==> config.mk <==
export PLATFORM = sky130hd
export DESIGN_NAME = tcce_cursor_unit
export DESIGN_NICKNAME = d
export VERILOG_FILES = /design/src/design/tcce_pkg.sv /design/src/design/tcce_cursor_unit.sv
export SDC_FILE = /design/constraint.sdc
export NUM_CORES = 1
export LEC_CHECK = 0
export BUFFER_PORTS_ARGS = -buffer_cell sky130_fd_sc_hd__buf_2
export CAP_MARGIN = 40
export CELL_PAD_IN_SITES_DETAIL_PLACEMENT = 0
export CELL_PAD_IN_SITES_GLOBAL_PLACEMENT = 1
export CORE_ASPECT_RATIO = 1.75
export CORE_MARGIN = 2
export CORE_UTILIZATION = 36
export CTS_BUF_LIST = sky130_fd_sc_hd__clkbuf_4
export DETAILED_ROUTE_END_ITERATION = 10
export HOLD_SLACK_MARGIN = 0.15
export PLACE_DENSITY = 0.76
export SLEW_MARGIN = 20
export SYNTH_ARGS = -nofsm -noshare
export SYNTH_HDL_FRONTEND = slang
export SYNTH_SLANG_ARGS = --single-unit
export TNS_END_PERCENT = 5
==> constraint.sdc <==
create_clock -name clock -period 3 [get_ports clock]
set_input_delay 0.3 -clock clock [delete_from_list [all_inputs] [get_ports clock]]
set_output_delay 0.3 -clock clock [all_outputs]
set_load 0.01 [all_outputs]
==> src/design/tcce_pkg.sv <==
`timescale 1ns / 1ps
// ----------------------------------------------------------------------------
// tcce_pkg
// Shared types, constants and helpers of the text console cursor engine.
// ----------------------------------------------------------------------------
package tcce_pkg;

   // screen geometry
   localparam int COLUMNS      = 80;
   localparam int SCROLL_ROWS  = 24;
   localparam int SCREEN_CELLS = 2000;

   // field widths
   localparam int COL_W   = 7;
   localparam int ROW_W   = 5;
   localparam int CELL_AW = $clog2(SCREEN_CELLS);
   localparam int IDX_W   = COL_W + ROW_W;

   // sweep bounds
   localparam int MOVE_CELLS = (SCROLL_ROWS - 1) * COLUMNS;
   localparam int BLANK_END  = SCROLL_ROWS * COLUMNS - 1;
   localparam int LAST_CELL  = SCREEN_CELLS - 1;
   localparam int TAB_STOP   = 8;

   // request op codes
   localparam logic [1:0] OP_PUT   = 2'd0;
   localparam logic [1:0] OP_READ  = 2'd1;
   localparam logic [1:0] OP_CLEAR = 2'd2;

   // character codes
   localparam logic [7:0] CH_BS        = 8'h08;
   localparam logic [7:0] CH_TAB       = 8'h09;
   localparam logic [7:0] CH_LF        = 8'h0A;
   localparam logic [7:0] CH_CR        = 8'h0D;
   localparam logic [7:0] CH_SPACE     = 8'h20;
   localparam logic [7:0] CH_PRINT_END = 8'h7F;
   localparam logic [7:0] CH_NUL       = 8'h00;

   // register index
   localparam logic REG_TEXT_ATTR = 1'b0;
   localparam int   CSR_AW        = 3;

   typedef enum logic [2:0] {
      ST_IDLE,
      ST_CLEAR,
      ST_MOVE,
      ST_BLANK,
      ST_RESP
   } state_type;

   typedef struct packed {
      logic               char_we;
      logic               attr_we;
      logic [CELL_AW-1:0] addr;
      logic [7:0]         char_data;
      logic [7:0]         attr_data;
   } mem_wr_type;

   typedef struct packed {
      logic               char_we;
      logic               attr_we;
      logic [CELL_AW-1:0] addr;
      logic [7:0]         char_data;
      logic               scroll;
   } put_info_type;

   function automatic logic [CELL_AW-1:0] cell_index(input logic [ROW_W-1:0] row,
                                                     input logic [COL_W-1:0] col);
      logic [IDX_W-1:0] full;
      full = IDX_W'(row) * IDX_W'(COLUMNS) + IDX_W'(col);
      return full[CELL_AW-1:0];
   endfunction

endpackage

==> src/design/tcce_cursor_unit.sv <==
`timescale 1ns / 1ps
// ----------------------------------------------------------------------------
// tcce_cursor_unit
// Cursor position registers and the decode of one put character into the
// cell write, the new cursor and the scroll request.
// ----------------------------------------------------------------------------
module tcce_cursor_unit (
   input  logic                      clock,
   input  logic                      reset,
   input  logic                      put_en,
   input  logic [7:0]                ch,
   output logic [tcce_pkg::COL_W-1:0] cur_col,
   output logic [tcce_pkg::ROW_W-1:0] cur_row,
   output tcce_pkg::put_info_type    put_info
);

   logic [tcce_pkg::COL_W-1:0] col_ff, col_in;
   logic [tcce_pkg::ROW_W-1:0] row_ff, row_in;
   logic [tcce_pkg::COL_W-1:0] col_step;
   logic [tcce_pkg::ROW_W-1:0] row_step;

   always_comb begin
      col_step          = col_ff;
      row_step          = row_ff;
      put_info.char_we  = 1'b0;
      put_info.attr_we  = 1'b0;
      put_info.addr     = tcce_pkg::cell_index(row_ff, col_ff);
      put_info.char_data = ch;
      put_info.scroll   = 1'b0;

      if (ch == tcce_pkg::CH_BS) begin
         if (col_ff > tcce_pkg::COL_W'(1)) begin
            put_info.char_we   = 1'b1;
            put_info.addr      = tcce_pkg::cell_index(row_ff, col_ff - tcce_pkg::COL_W'(1));
            put_info.char_data = tcce_pkg::CH_NUL;
            col_step           = col_ff - tcce_pkg::COL_W'(1);
         end
      end else if (ch == tcce_pkg::CH_TAB) begin
         col_step = (col_ff + tcce_pkg::COL_W'(tcce_pkg::TAB_STOP))
                    & ~tcce_pkg::COL_W'(tcce_pkg::TAB_STOP - 1);
      end else if (ch == tcce_pkg::CH_CR) begin
         col_step = '0;
      end else if (ch == tcce_pkg::CH_LF) begin
         col_step = tcce_pkg::COL_W'(1);
         row_step = row_ff + tcce_pkg::ROW_W'(1);
      end else if (ch inside {[tcce_pkg::CH_SPACE:tcce_pkg::CH_PRINT_END]}) begin
         put_info.char_we = 1'b1;
         put_info.attr_we = 1'b1;
         col_step         = col_ff + tcce_pkg::COL_W'(1);
      end

      // wrap past the last column, and request a scroll past the last row
      col_in = col_step;
      row_in = row_step;
      if (col_step >= tcce_pkg::COL_W'(tcce_pkg::COLUMNS)) begin
         col_in = tcce_pkg::COL_W'(1);
         row_in = row_step + tcce_pkg::ROW_W'(1);
      end
      if (row_in >= tcce_pkg::ROW_W'(tcce_pkg::SCROLL_ROWS)) begin
         row_in          = tcce_pkg::ROW_W'(tcce_pkg::SCROLL_ROWS - 1);
         put_info.scroll = 1'b1;
      end
   end

   always_ff @(posedge clock) begin
      if (reset) begin
         col_ff <= '0;
         row_ff <= tcce_pkg::ROW_W'(1);
      end else if (put_en) begin
         col_ff <= col_in;
         row_ff <= row_in;
      end
   end

   assign cur_col = col_ff;
   assign cur_row = row_ff;

endmodule

# Word level (Yosys, flattened, before mapping)
# Index checks and enable logic that the tools add are counted.
[op_classes]
add_sub_neg = 7
n_mul = 1
order_cmp = 5
n_eq_ne = 4
mux = 23
n_reduce_logical = 1
[op_table]
columns = ["cell", "count"]
rows = [
  ["$mux W7", 7],
  ["$mux W19", 2],
  ["$eq A8 B4 Y1 const B", 4],
  ["$mux W5", 6],
  ["$add A11 B7 Y11", 2],
  ["$add A5 B1 Y5 const B", 2],
  ["$ge A8 B6 Y1 const B", 1],
  ["$le A8 B7 Y1 const B", 1],
  ["$mux W2", 4],
  ["$add A7 B1 Y7 const B", 1],
  ["$add A7 B4 Y7 const B", 1],
  ["$ge A7 B7 Y1 const B", 1],
  ["$gt A7 B1 Y1 const B", 1],
  ["$mul A5 B3 Y7 const B", 1],
  ["$sub A7 B1 Y7 const B", 1],
  ["$ge A5 B5 Y1 const B", 1],
  ["$mux W1", 4],
  ["$logic_and A1 B1 Y1", 1],
]
[word_totals]
ff_bits = 12
in_bits = 11
out_inout_bits = 34

# Logic depth before layout (Yosys ltp)
# Gate-level depths: netlist of run 1.
[depth]
depth_word = 11
mapped_depth = 13
mapped_depth_nobuf = 12

# Worst setup path after synthesis of run 1
# No wires, ideal clock.
[synth_path]
kind = "reg-to-output"
start = "reg col_ff (netlist bit cur_col[4])"
end = "out put_info[0] (netlist bit)"
t_arrival_ps = 2656
required_ps = 2700
setup_slack_ps = 44
path_stages_with_launch = 13
path_buffers = 2
path_cell_list = "dfxtp_1 buf_2 inv_1 ha_1 or4b_1 buf_2 or3_1 a21o_1 o211a_2 a31o_4 o31a_4 a21oi_1 inv_1"
[synth_lines]
columns = ["item", "line_no", "text"]
rows = [
  ["start: declaration", "tcce_cursor_unit.sv:17", "logic [tcce_pkg::COL_W-1:0] col_ff, col_in;"],
  ["start signal: assignment", "tcce_cursor_unit.sv:70", "col_ff <= col_in;"],
  ["end: declaration", "tcce_cursor_unit.sv:14", "output tcce_pkg::put_info_type put_info"],
]

==> results of run 1 <==
==> power by group through the flow <==
| stage | Clock, uW | Sequential [uW] | Combinational, uW |
|---|---|---|---|
| floorplan | 0 | 178 | 127 |
| global placement | 0 | 174 | 206 |
| detailed placement | 0 | 174 | 206 |
| CTS | 109 | 171 | 219 |
| global route | 117 | 172 | 244 |
| finish | 110 | 171 | 222 |
==> Yosys cell counts (2+ instances only) <==
library cell   n  area, um^2
dfxtp_1       12         240
xnor2_1       14         123
nand2b_1       2        12.5
a21oi_1       19        95.1
and3_1         2        12.5
a211oi_1       4        30.0
nor2_1        18        67.6
mux2i_1        4        40.0
inv_1         17        63.8
or3b_2         2        17.5
o211ai_1       3        22.5
nand2_1       23        86.3
nor3_1         5        25.0
fa_1           3        60.1
o21ai_0        9        45.0
nand3_1        7        35.0
nand4_1        5        31.3
nor4_1         2        12.5
ha_1          19         238
a311oi_1       3        26.3
or4b_1         2        20.0
buf_2          3        15.0
or3_1          4        25.0
o31ai_1        2        15.0
nor2b_1        2        12.5
a21o_1         6        45.0
xor2_1         8        70.1
clkbuf_1      13        48.8
==> metal layers <==
layer	vias up	part of all wire [%]	track usage, %
met5	-	0	0
met4	0	4.2	10.9
met3	16	3.7	2.12
met2	66	55	39.2
met1	921	37	21.0
li1	973	-	-
==> state kept, by name, indices dropped and copies added, names as in the netlist <==
| signal | cells |
|---|---|
| cur_col | 7 |
| cur_row | 5 |
==> critical path, cell delays in order, from the launching register on <==
cell and delay (ns):
dfxtp_1 0.32, inv_2 0.07, ha_1 0.15, or4b_4 0.51
or3_1 0.32, a21o_1 0.18, o211a_2 0.13, a31o_4 0.25
o31a_4 0.30, a21oi_4 0.13, inv_1 0.05, buf_2 0.13
==> cell type report <==
type                            count  share of cell area (%)
Timing Repair Buffer               68                    17.3
Sequential cell                    12                    10.5
Clock buffer                        3                   0.971
Inverter                           17                    2.75
Tap cell                           54                    2.91
Multi-Input combinational cell    194                    65.6
==> final timing paths <==
check                                 from           to  slack, ns  cells past startpoint
worst max-delay path            cur_col[3]  put_info[0]      -0.13                     11
worst min-delay path                 reset   cur_col[6]       0.37                      2
worst max register to register  cur_col[3]   cur_col[0]       0.13                     12
worst min register to register  cur_row[4]   cur_row[4]       0.58                      2
==> through the flow <==
step | setup slack [ns] | hold slack (ns) | total power, uW | setup TNS [ns] | instance area (um^2)
after global routing | -0.244 | 0.385 | 533 | -0.750 | 2320
final | -0.127 | 0.367 | 503 | -0.136 | 2320
after floorplan | 0.0438 | 0.402 | 305 | 0 | 1830
after CTS | -0.0891 | 0.365 | 499 | -0.114 | 2290
after global placement | 0.0901 | 0.561 | 379 | 0 | 2210
after detailed placement | 0.0404 | 0.566 | 380 | 0 | 2210
==> repair_timing <==
item | 4_1_cts | 5_1_grt
pin swaps | 5 | 0
gates resized for setup | 16 | 4
endpoints found under the hold margin | 0 | 0
setup endpoints to repair | 5 | 5
buffers inserted | 2 | 0
==> cells in the final DEF, fill, tap and decap left out, drive strengths merged, types with 8 or more instances in the layout <==
| cell | n |
|---|---|
| dfxtp | 12 |
| a21oi | 19 |
| ha | 19 |
| nor2 | 19 |
| buf | 68 |
| o21ai | 9 |
| xor2 | 8 |
| xnor2 | 14 |
| nand2 | 23 |
| inv | 17 |
==> kinds of logic after synthesis <==
family | Yosys count | share of synthesized area (%)
mux | 5 | 2.80
flops | 12 | 13.1
buf+inv | 34 | 7.59
simple gates | 83 | 24.2
fa+ha+maj | 22 | 16.3
compound gates | 62 | 25.5
xor+xnor | 22 | 10.5
==> impl_metrics.yaml, run 1 <==
synth:
  netlist_area_mm2: 0.00183
  ys.flop_type: "dfxtp_1"
  ys_ff_latch: 12
  yosysSeqAreaShare_pct: 13.1
  synth_nets: 273
  async_flop_share_pct: 0
  ys_warn_count: 0
  syn_area_per_cell_um2: 7.63
  synthDistinctLibCells: 55
  syn_inst: 240
  synth_edf_count: 0
power:
  comb_power_share_pct: 44.2
  switching_power_uw: 193
  vdd_drop_max_mv: 0.169
  p_clk_share_pct: 21.8
  swShare_pct: 38.4
  p_leak_uw: 0.00107
  p_seq_share_pct: 34.0
  p_per_area_mw_per_mm2: 217
  p_int_uw: 310
clock_tree:
  numClockSinks: 12
  ctsHoldBuffers: 0
  clk_pin_slew_ns: 0.08
  cts_buffer_depth: 2
  cts_root_buf: "clkbuf_4"
  tritoncts: "yes"
  h-tree-depth: 1
  numCtsBuffers: 3
  clk_latency_ns: 0.28
grt:
  grt_max_degree: 16
  grtUsageTotal_pct: 20.7
  antenna_found_initial: 0
  grt_pass1_vias: 1899
  grt_pass1_wl_um: 9140
  overflow: 0
setup_path:
  cp-start-kind: "flip-flop"
  crit_required_ns: 2.70
  crit_type: "reg2out"
  end_kind: "output pin"
  arrival_ns: 2.83
  worst-path-max-fanout: 4
timing:
  setup_slack_ns: -0.127
  relSlewSlack_pct: 64.3
  finalSetupViolCount: 2
  tightest_slew_ns: 0.534
  finClkSkew_ns: 0.00343
  timing.final.crit_period_ns: 3.13
  hold_viol: 0
  rsz0062_at_grt: "yes"
  drv_slew: 0
  fmax_mhz: 320
  period_share_pct: 104
routing:
  routed_wl_um: 5610
  drc_errors: 0
  vias_per_cell: 5.68
  vias: 1976
  drtPass1Iterations: 4
  drt_iter0_drc: 61
  drtAntennaViolNets: 0
  wl_per_cell_um: 16.1
floorplanning:
  start_util_pct: 37.1
  die_y_um: 98.3
  core_mm2: 0.00493
  rows: 34
  io_pins: 45
  die_x_um: 57.9
  die-area_mm2: 0.00569
flow_run:
  max_cap_violations: 0
placement:
  port_buffers: 44
  gp_congestion: 0.899
  place_inst: 343
  dp_hpwl_um: 4520
final_layout:
  instances_no_fill: 348
  fill_cells: 532
  drive_above_1_share_pct: 34.4
  syn_to_final_growth_pct: 26.7
  final_util_pct: 47.0
  antenna_cells: 0
  multiInputGateArea_mm2: 0.00152
  seqCellArea_um2: 243
  nets: 329
status:
  failed_checks: "setup timing"
  status: "finished with violations"
worst_hold_path:
  min_path_type: "in2reg"
Power figures use the tool's default switching activity.
==> inputs of run 2 (changes only) <==
--- a/config.mk
+++ b/config.mk
@@ -10,7 +10,6 @@
 export CELL_PAD_IN_SITES_DETAIL_PLACEMENT = 0
 export CELL_PAD_IN_SITES_GLOBAL_PLACEMENT = 1
 export CORE_ASPECT_RATIO = 1.75
-export CORE_MARGIN = 2
 export CORE_UTILIZATION = 36
 export CTS_BUF_LIST = sky130_fd_sc_hd__clkbuf_4
 export DETAILED_ROUTE_END_ITERATION = 10
@@ -20,4 +19,4 @@
 export SYNTH_ARGS = -nofsm -noshare
 export SYNTH_HDL_FRONTEND = slang
 export SYNTH_SLANG_ARGS = --single-unit
-export TNS_END_PERCENT = 5
+export TNS_END_PERCENT = 100
==> impl_metrics.yaml, run 2 (synthesis gave the netlist of run 1 again) <==
clock_tree:
  clk_pin_slew_ns: 0.08
  h-tree-depth: 1
  cts_root_buf: "clkbuf_4"
  numCtsBuffers: 3
  cts_buffer_depth: 2
  numClockSinks: 12
  ctsHoldBuffers: 0
  tritoncts: "yes"
  clk_latency_ns: 0.27
routing:
  vias_per_cell: 5.58
  drtAntennaViolNets: 0
  drc_errors: 0
  vias: 2009
  routed_wl_um: 5710
  drtPass1Iterations: 4
  wl_per_cell_um: 15.9
  drt_iter0_drc: 52
placement:
  place_ws_ns: 0.0234
  port_buffers: 44
  gp_congestion: 0.872
  dp_hpwl_um: 4540
  place_inst: 344
floorplanning:
  die-area_mm2: 0.00539
  start_util_pct: 37.1
  core_mm2: 0.00493
  rows: 34
  die_y_um: 96.3
  io_pins: 45
  die_x_um: 55.9
setup_path:
  worst-path-max-fanout: 4
  arrival_ns: 2.88
  crit_required_ns: 2.70
  reg2reg_setup_slack_ns: -0.02
  end_kind: "output pin"
  crit_type: "reg2out"
  crit_path_start: "cur_col[4]"
  endpoint: "put_info[0]"
  r2r-start: "cur_col[4]"
  r2r_cells: 12
  reg2reg_to: "cur_row[0]"
  cp-start-kind: "flip-flop"
worst_hold_path:
  min_path_type: "in2reg"
timing:
  setup_slack_ns: -0.177
  finalSetupViolCount: 2
  tightest_slew_ns: 0.524
  finClkSkew_ns: 0.00523
  period_share_pct: 106
  timing.final.crit_period_ns: 3.18
  rsz0062_at_grt: "yes"
  hold_viol: 0
  relSlewSlack_pct: 64.9
  drv_slew: 0
  fmax_mhz: 315
  fin_tns_setup_ns: -0.197
power:
  vdd_drop_max_mv: 0.133
  p_per_area_mw_per_mm2: 212
  p_leak_uw: 0.00112
grt:
  grtUsageTotal_pct: 21.4
  antenna_found_initial: 0
  grt_pass1_wl_um: 9080
  grt_pass1_vias: 1938
  overflow: 0
  grt_max_degree: 16
final_layout:
  antenna_cells: 0
  syn_to_final_growth_pct: 34.0
  most-common-layout-cells: "buf_2 (43), buf_4 (36), nand2_1 (23), nor2_1 (18), ha_1 (17)"
  instances_no_fill: 360
  largest_register_ffs: 7
  nets: 341
  drive_above_1_share_pct: 39.2
  final_common_cell: "buf_2"
status:
  failed_checks: "setup timing"
  status: "finished with violations"
flow_run:
  max_cap_violations: 0
-- run 2: changes by cell type in the layout (fill, tap and decap cells not counted), sizes merged --
cell	before	now
buf	68	80
-- run 2: per-stage QoR --
stage               hold slack, ns  utilization (%)  power (uW)  cell area, um^2
CTS                          0.378             48.3         522             2380
detailed placement           0.570             44.9         381             2220
global placement             0.563             44.9         379             2220
finish                       0.382             49.7         520             2450
global route                 0.407             49.7         553             2450
floorplan                    0.402                -         305             1830
-- run 2: critical path, stage by stage (launching register included) --
cell	delay (ns)
dfxtp_2	0.35
inv_2	0.06
ha_1	0.12
or4b_4	0.49
or3_1	0.38
a21o_1	0.22
o211a_4	0.15
a31o_4	0.25
o31a_4	0.29
a21oi_4	0.14
inv_2	0.05
buf_6	0.11
-- run 2: final cells by class --
type	count	area (um^2)
Multi-Input combinational cell	194	1560
Inverter	17	63.8
Tap cell	54	67.6
Timing Repair Buffer	80	497
Sequential cell	12	245
Clock buffer	3	22.5
Fill cell	488	2480
-- run 2: how the worst min path moves through the flow --
stage               startpoint    endpoint  slack, ns  cells past startpoint
floorplan                reset  cur_row[4]       0.40                      1
global placement    cur_row[4]  cur_row[4]       0.56                      2
detailed placement  cur_row[4]  cur_row[4]       0.57                      2
CTS                      reset  cur_col[6]       0.38                      2
global route             reset  cur_row[1]       0.41                      2
finish                   reset  cur_col[6]       0.38                      2
-- run 2: metal layers --
metal  part of all wire [%]  global-route usage, %
met1                     37                   21.4
met2                     55                   42.3
met3                    3.2                   2.02
met4                    5.1                   12.8
met5                      0                      0
-- run 2: power breakdown --
part | switching (uW) | internal, uW | leakage [uW]
Combinational | 132 | 116 | 0.00101
Clock | 54.8 | 46.4 | 0.0000138
Sequential | 6.30 | 164 | 0.0000994
-- run 2: repair_timing --
item,4_1_cts,5_1_grt
pin swaps,11,9
cloned,0,0
endpoints found under the setup margin,5,6
setup buffers,9,4
gates resized for setup,25,7
